File: config.mk
export PLATFORM = sky130hd
export DESIGN_NAME = hvd_ctrl
export DESIGN_NICKNAME = d
export VERILOG_FILES = /design/src/hw/rtl/hvd_pkg.sv /design/src/hw/rtl/hvd_ctrl.sv
export SDC_FILE = /design/constraint.sdc
export NUM_CORES = 1
export LEC_CHECK = 0
export BUFFER_PORTS_ARGS = -buffer_cell sky130_fd_sc_hd__buf_2
export CELL_PAD_IN_SITES_DETAIL_PLACEMENT = 0
export CELL_PAD_IN_SITES_GLOBAL_PLACEMENT = 1
export CORE_MARGIN = 1.5
export CORE_UTILIZATION = 36
export DETAILED_ROUTE_END_ITERATION = 6
export PLACE_DENSITY = 0.83
export SYNTH_ARGS = -nofsm -noshare
export SYNTH_HDL_FRONTEND = slang
export SYNTH_SLANG_ARGS = --single-unit
File: constraint.sdc
create_clock -name clk -period 2.63 [get_ports clk]
set_clock_uncertainty 0.15 [all_clocks]
set_input_delay 0.1315 -clock clk [delete_from_list [all_inputs] [get_ports clk]]
set_output_delay 0.1315 -clock clk [all_outputs]
set_load 0.03 [all_outputs]
File: src/hw/rtl/hvd_pkg.sv
// ----------------------------------------------------------------------------
// HMM Viterbi decoder package
// Shared types, codes and default sizes for the decoder controller and
// datapath.
// ----------------------------------------------------------------------------
package hvd_pkg;

  localparam int DEF_MAX_STATES = 32;
  localparam int DEF_MAX_STEPS  = 4096;
  localparam int DEF_SCORE_BITS = 32;

  // Widths of the command fields, sized for the largest configuration.
  localparam int IDX_W  = 6;
  localparam int STEP_W = 17;

  typedef enum logic [2:0] {
    OP_START   = 3'd0,
    OP_TRANS   = 3'd1,
    OP_EMIT    = 3'd2,
    OP_ADVANCE = 3'd3,
    OP_FINISH  = 3'd4,
    OP_TRACE   = 3'd5
  } op_t;

  typedef enum logic [1:0] {
    K_INIT = 2'd0,
    K_MAX  = 2'd1,
    K_FIN  = 2'd2,
    K_COPY = 2'd3
  } kind_t;

  typedef struct packed {
    logic              valid;
    kind_t             kind;
    logic [IDX_W-1:0]  i;
    logic [IDX_W-1:0]  j;
    logic              first;
    logic              last;
  } pipe_cmd_t;

  typedef struct packed {
    pipe_cmd_t         pc;
    logic              ld_start;
    logic              ld_trans;
    logic              ld_emit;
    logic              trace_out;
    logic              trace_rd;
    logic [STEP_W-1:0] step;
  } ctl_cmd_t;

  typedef struct packed {
    logic out_free;
    logic cursor_zero;
  } dp_stat_t;

endpackage

File: src/hw/rtl/hvd_ctrl.sv
// ----------------------------------------------------------------------------
// HMM Viterbi decoder controller
// Accepts requests, holds the state count and step count, and sequences
// the datapath through advance, copy-back, finish and trace.
// ----------------------------------------------------------------------------
module hvd_ctrl #(
  parameter int MAX_STATES = 32,
  parameter int MAX_STEPS  = 4096
) (
  input  logic                    clk,
  input  logic                    rst_n,
  input  logic                    in_valid,
  output logic                    in_ready,
  input  logic [2:0]              in_operation,
  input  logic                    cfg_wr_en,
  input  logic [5:0]              cfg_wr_data,
  input  hvd_pkg::dp_stat_t       stat,
  output hvd_pkg::ctl_cmd_t       ctl
);
  import hvd_pkg::*;

  localparam int SW  = $clog2(MAX_STATES);
  localparam int KW  = $clog2(MAX_STATES + 1);
  localparam int SCW = $clog2(MAX_STEPS + 1);

  typedef enum logic [4:0] {
    S_IDLE  = 5'b00001,
    S_RUN   = 5'b00010,
    S_DRAIN = 5'b00100,
    S_COPY  = 5'b01000,
    S_TRACE = 5'b10000
  } state_t;

  state_t         state_r, state_nxt;
  kind_t          kind_r, kind_nxt;
  logic [SW-1:0]  i_r, i_nxt, j_r, j_nxt;
  logic [1:0]     cnt_r, cnt_nxt;
  logic [SCW-1:0] step_r, step_nxt;
  logic           tv_r, tv_nxt;
  logic [5:0]     ns_r;
  logic [KW-1:0]  k_act;
  logic           accept, i_end, j_end;
  op_t            op;

  always_comb begin
    if (ns_r == '0)                  k_act = KW'(1);
    else if (int'(ns_r) > MAX_STATES) k_act = KW'(MAX_STATES);
    else                             k_act = KW'(ns_r);
  end

  assign op       = op_t'(in_operation);
  assign in_ready = (state_r == S_IDLE) && stat.out_free;
  assign accept   = in_valid && in_ready;
  assign i_end    = (KW'(i_r) == k_act - 1'b1);
  assign j_end    = (KW'(j_r) == k_act - 1'b1);

  always_ff @(posedge clk) begin
    if (!rst_n) begin
      ns_r <= 6'd21;
    end else if (cfg_wr_en) begin
      ns_r <= cfg_wr_data;
    end
  end

  always_comb begin
    state_nxt = state_r;
    kind_nxt  = kind_r;
    i_nxt     = i_r;
    j_nxt     = j_r;
    cnt_nxt   = cnt_r;
    step_nxt  = step_r;
    tv_nxt    = tv_r;
    ctl       = '0;
    ctl.step  = STEP_W'(step_r);
    unique case (state_r)
      S_IDLE: begin
        if (accept) begin
          unique case (op)
            OP_START: ctl.ld_start = 1'b1;
            OP_TRANS: ctl.ld_trans = 1'b1;
            OP_EMIT:  ctl.ld_emit  = 1'b1;
            OP_ADVANCE: begin
              tv_nxt = 1'b0;
              if (step_r < SCW'(MAX_STEPS)) begin
                kind_nxt  = (step_r == '0) ? K_INIT : K_MAX;
                i_nxt     = '0;
                j_nxt     = '0;
                state_nxt = S_RUN;
              end
            end
            OP_FINISH: begin
              if (step_r != '0) begin
                kind_nxt  = K_FIN;
                i_nxt     = '0;
                state_nxt = S_RUN;
              end
            end
            OP_TRACE: begin
              if (tv_r) begin
                ctl.trace_out = 1'b1;
                if (stat.cursor_zero) tv_nxt = 1'b0;
                state_nxt = S_TRACE;
              end
            end
            default: ;
          endcase
        end
      end
      S_RUN: begin
        ctl.pc.valid = 1'b1;
        ctl.pc.kind  = kind_r;
        ctl.pc.i     = IDX_W'(i_r);
        ctl.pc.j     = IDX_W'(j_r);
        if (kind_r == K_INIT) begin
          // The first step has no predecessor: one term per state.
          ctl.pc.i     = IDX_W'(j_r);
          ctl.pc.first = 1'b1;
          ctl.pc.last  = 1'b1;
          j_nxt = j_r + 1'b1;
          if (j_end) begin
            cnt_nxt   = 2'd3;
            state_nxt = S_DRAIN;
          end
        end else begin
          ctl.pc.first = (i_r == '0);
          ctl.pc.last  = i_end;
          if (!i_end) begin
            i_nxt = i_r + 1'b1;
          end else begin
            i_nxt = '0;
            j_nxt = j_r + 1'b1;
            if (kind_r == K_FIN || j_end) begin
              cnt_nxt   = 2'd3;
              state_nxt = S_DRAIN;
            end
          end
        end
      end
      S_DRAIN: begin
        cnt_nxt = cnt_r - 1'b1;
        if (cnt_r == '0) begin
          priority case (kind_r)
            K_FIN: begin
              step_nxt  = '0;
              tv_nxt    = 1'b1;
              state_nxt = S_IDLE;
            end
            K_COPY: begin
              step_nxt  = step_r + 1'b1;
              state_nxt = S_IDLE;
            end
            default: begin
              kind_nxt  = K_COPY;
              j_nxt     = '0;
              state_nxt = S_COPY;
            end
          endcase
        end
      end
      S_COPY: begin
        ctl.pc.valid = 1'b1;
        ctl.pc.kind  = K_COPY;
        ctl.pc.j     = IDX_W'(j_r);
        j_nxt = j_r + 1'b1;
        if (j_end) begin
          cnt_nxt   = 2'd3;
          state_nxt = S_DRAIN;
        end
      end
      S_TRACE: begin
        ctl.trace_rd = 1'b1;
        state_nxt    = S_IDLE;
      end
      default: state_nxt = S_IDLE;
    endcase
  end

  always_ff @(posedge clk) begin
    if (!rst_n) begin
      state_r <= S_IDLE;
      kind_r  <= K_INIT;
      i_r     <= '0;
      j_r     <= '0;
      cnt_r   <= '0;
      step_r  <= '0;
      tv_r    <= 1'b0;
    end else begin
      state_r <= state_nxt;
      kind_r  <= kind_nxt;
      i_r     <= i_nxt;
      j_r     <= j_nxt;
      cnt_r   <= cnt_nxt;
      step_r  <= step_nxt;
      tv_r    <= tv_nxt;
    end
  end

  a_max_has_step: assert property (@(posedge clk) disable iff (!rst_n)
    (state_r == S_RUN && kind_r == K_MAX) |-> (step_r != '0 && step_r < SCW'(MAX_STEPS)))
    else $error("max-plus pass started without a prior step");

  a_trace_needs_valid: assert property (@(posedge clk) disable iff (!rst_n)
    ctl.trace_out |-> tv_r)
    else $error("trace result without a running trace");

  a_finish_clears: assert property (@(posedge clk) disable iff (!rst_n)
    (state_r == S_DRAIN && cnt_r == '0 && kind_r == K_FIN) |=> (step_r == '0 && tv_r))
    else $error("finish did not clear the step count and start a trace");

  a_busy_no_accept: assert property (@(posedge clk) disable iff (!rst_n)
    (state_r != S_IDLE) |-> !in_ready)
    else $error("request taken while a pass is running");

endmodule

==> impl_metrics.tcl <==
set metrics [dict create \
    status "finished, final reports clean" \
    hold_violations 0 \
    die_y_um 88.3 \
    drt-initial-drc-count 137 \
    vias 2595 \
    grt_pass1_vias 2390 \
    yosysTopAreaCell "dfxtp_1" \
    clk_latency_ns 0.30 \
    synth_edf_count 0 \
    grt_pass1_wl_mm 11.3 \
    slew-limit-headroom_pct 50.7 \
    synth_top_area_share_pct 29.8 \
    utilization_pct 48.0 \
    ys_ff_latch 39 \
    routedWlPerCell_um 14.1 \
    rr_worst_depth 10 \
    min_period_ns 2.62 \
    power_leakage_nw 1.34 \
    yosysSeqAreaShare_pct 29.8 \
    start_util_pct 37.9 \
    design_area_sq_um 3310 \
    fin_nets 421 \
    synth_area_sq_um 2620 \
    syn_avg_cell_area_sq_um 7.81 \
    slew_violations 0 \
    synthDistinctLibCells 64 \
    grt_start_max_net_pins 21 \
    route.detailed.drc 0 \
    h-tree-depth 2 \
    numCtsBuffers 5 \
    cts_tree "built" \
    worstMarginPinSlew_ns 0.738 \
    drv_cap 0 \
    cts_num_sinks 39 \
    clock_tree.buffer_depth 2 \
    syn_to_final_growth_pct 26.6 \
    syn_inst 335 \
    holdWs_ns 0.0407 \
    dp_hpwl_mm 4.93 \
    synth_common_cells "39 x dfxtp_1, 36 x nand2_1, 34 x nor2_1" \
    cp_data_required_time_ns 2.35 \
    dr.pass1.iters 4 \
    drive_gt1_share_pct 27.5 \
    fmax_mhz 382 \
    n_antenna_cell 0 \
    critPathKind "flip-flop to primary output" \
    setup_viol 0 \
    hold-path-cell-count 3 \
    yosysWarnings 0 \
    cp-end-kind "primary output" \
    coreArea_sq_um 6910 \
    dieArea_sq_um 7790 \
    yosys-top-cells-area "dfxtp_1 30%, nand2_1 5.2%, a21oi_1 5.0%" \
    path_clk_slew_ns 0.08 \
    die_w_um 88.3 \
    worstPathArrival_ns 2.34 \
    grt_use_total_pct 18.4 \
    grt-ovfl-total 0 \
    antenna_left 0 \
    ios 55 \
    vdd_drop_max_uv 342 \
    start_kind "flip-flop" \
    synth.most_common_cell "dfxtp_1" \
    synth-async-reset-ratio_pct 0 \
    p_per_area_nw_per_um2 628 \
    gp_congestion 0.866 \
    fillCellCount 727 \
    rows 30 \
    cp_max_fo 6 \
    antenna_found_initial 0 \
    vias_per_cell 5.23 \
    finalWirelength_mm 6.98 \
    min_path_type "primary input to flip-flop" \
    min_period_over_period_pct 99.6 \
    yosys_most_used_dff "dfxtp_1" \
    placedInstanceArea_sq_um 2990 \
    rsz0062_at_grt "yes" \
    port-buffer-count 48 \
    clockRootBuffer "clkbuf_8" \
]
[metal layers]
layer  share of wire, %  track usage, %  wire (um)  up-vias
met5                  0               0          0        -
met2                 46            29.4       3190       73
met3                4.9            3.17        343        9
met1                 48            25.0       3350     1206
li1                   -               -          -     1307
met4                1.4            7.10        100        0
[worst paths after layout]
check                                     start    endpoint  slack, ns
worst max-delay path                    ns_r[1]     ctl[22]       0.01
worst max register to register          ns_r[1]  state_r[2]       0.05
worst min register to register         cnt_r[1]    cnt_r[1]       0.34
worst min-delay path            in_operation[0]  state_r[4]       0.04
[power breakdown]
group	switching (mW)	internal [mW]
Combinational	0.511	0.323
Clock	0.243	0.288
Sequential	0.0832	0.632
[per-stage QoR]
stage | power, mW | setup WS [ns] | setup TNS, ns | instances
after floorplan | 1.28 | 0.0201 | 0 | 340
after global routing | 2.22 | -0.107 | -0.659 | 496
after detailed placement | 1.45 | -0.148 | -1.34 | 478
final | 2.08 | 0.0112 | 0 | 496
after global placement | 1.45 | -0.0196 | -0.0453 | 478
after CTS | 2.02 | -0.0752 | -0.0752 | 496
[layout by cell type (no fill, tap or decap), types with 7 or more instances in the layout]
master / count
buf_2: 47
and2_1: 7
xor2_1: 13
buf_4: 20
o21ai_0: 8
or3_1: 8
nand2_1: 36
a21oi_1: 24
inv_1: 14
dfxtp_1: 37
nor2_1: 31
nand4_1: 8
nand3_1: 24
[flip-flops by register name (all words and copies together) (netlist names)]
name	cells
kind_r	2
ns_r	6
tv_r	1
j_r	5
i_r	5
step_r	13
cnt_r	2
state_r	5
[worst max-delay path, stage by stage (launching register included)]
cell and delay (ns):
dfxtp_2 0.34, nor4_4 0.30, o21ai_2 0.12, ha_4 0.19, nor4bb_4 0.15, o21ai_2 0.16
a21oi_1 0.08, and4bb_4 0.41, nor2_4 0.04, nor2_2 0.11, buf_6 0.14
[repair_timing]
item                                   4_1_cts  5_1_grt
pin swaps                                    9       14
hold buffers                                 6        0
setup endpoints to repair                   18       18
endpoints found under the hold margin        6        0
buffers inserted                             4        1
resized for setup                            9       15
[final cells by class]
type	instances	area [sq um]	area share (%)
tap	96	120	3.63
clock inverter	3	47.5	1.44
multi-input combinational	264	1770	53.5
clock buffer	5	68.8	2.08
sequential	39	783	23.6
timing repair buffer	75	468	14.1
inverter	14	52.6	1.59
[logic make-up (layout without fill, tap and decap cells)]
group	count (synthesis)	in the layout	synth area share [%]
mux	8	8	3.15
buf+inv	37	97	7.41
xor+xnor	19	19	6.88
simple gates	155	155	31.0
compound gates	69	69	18.2
other cells	1	6	0.143
fa+ha+maj	7	7	3.35
flops	39	39	29.8
(Power assumes the default switching activity.)
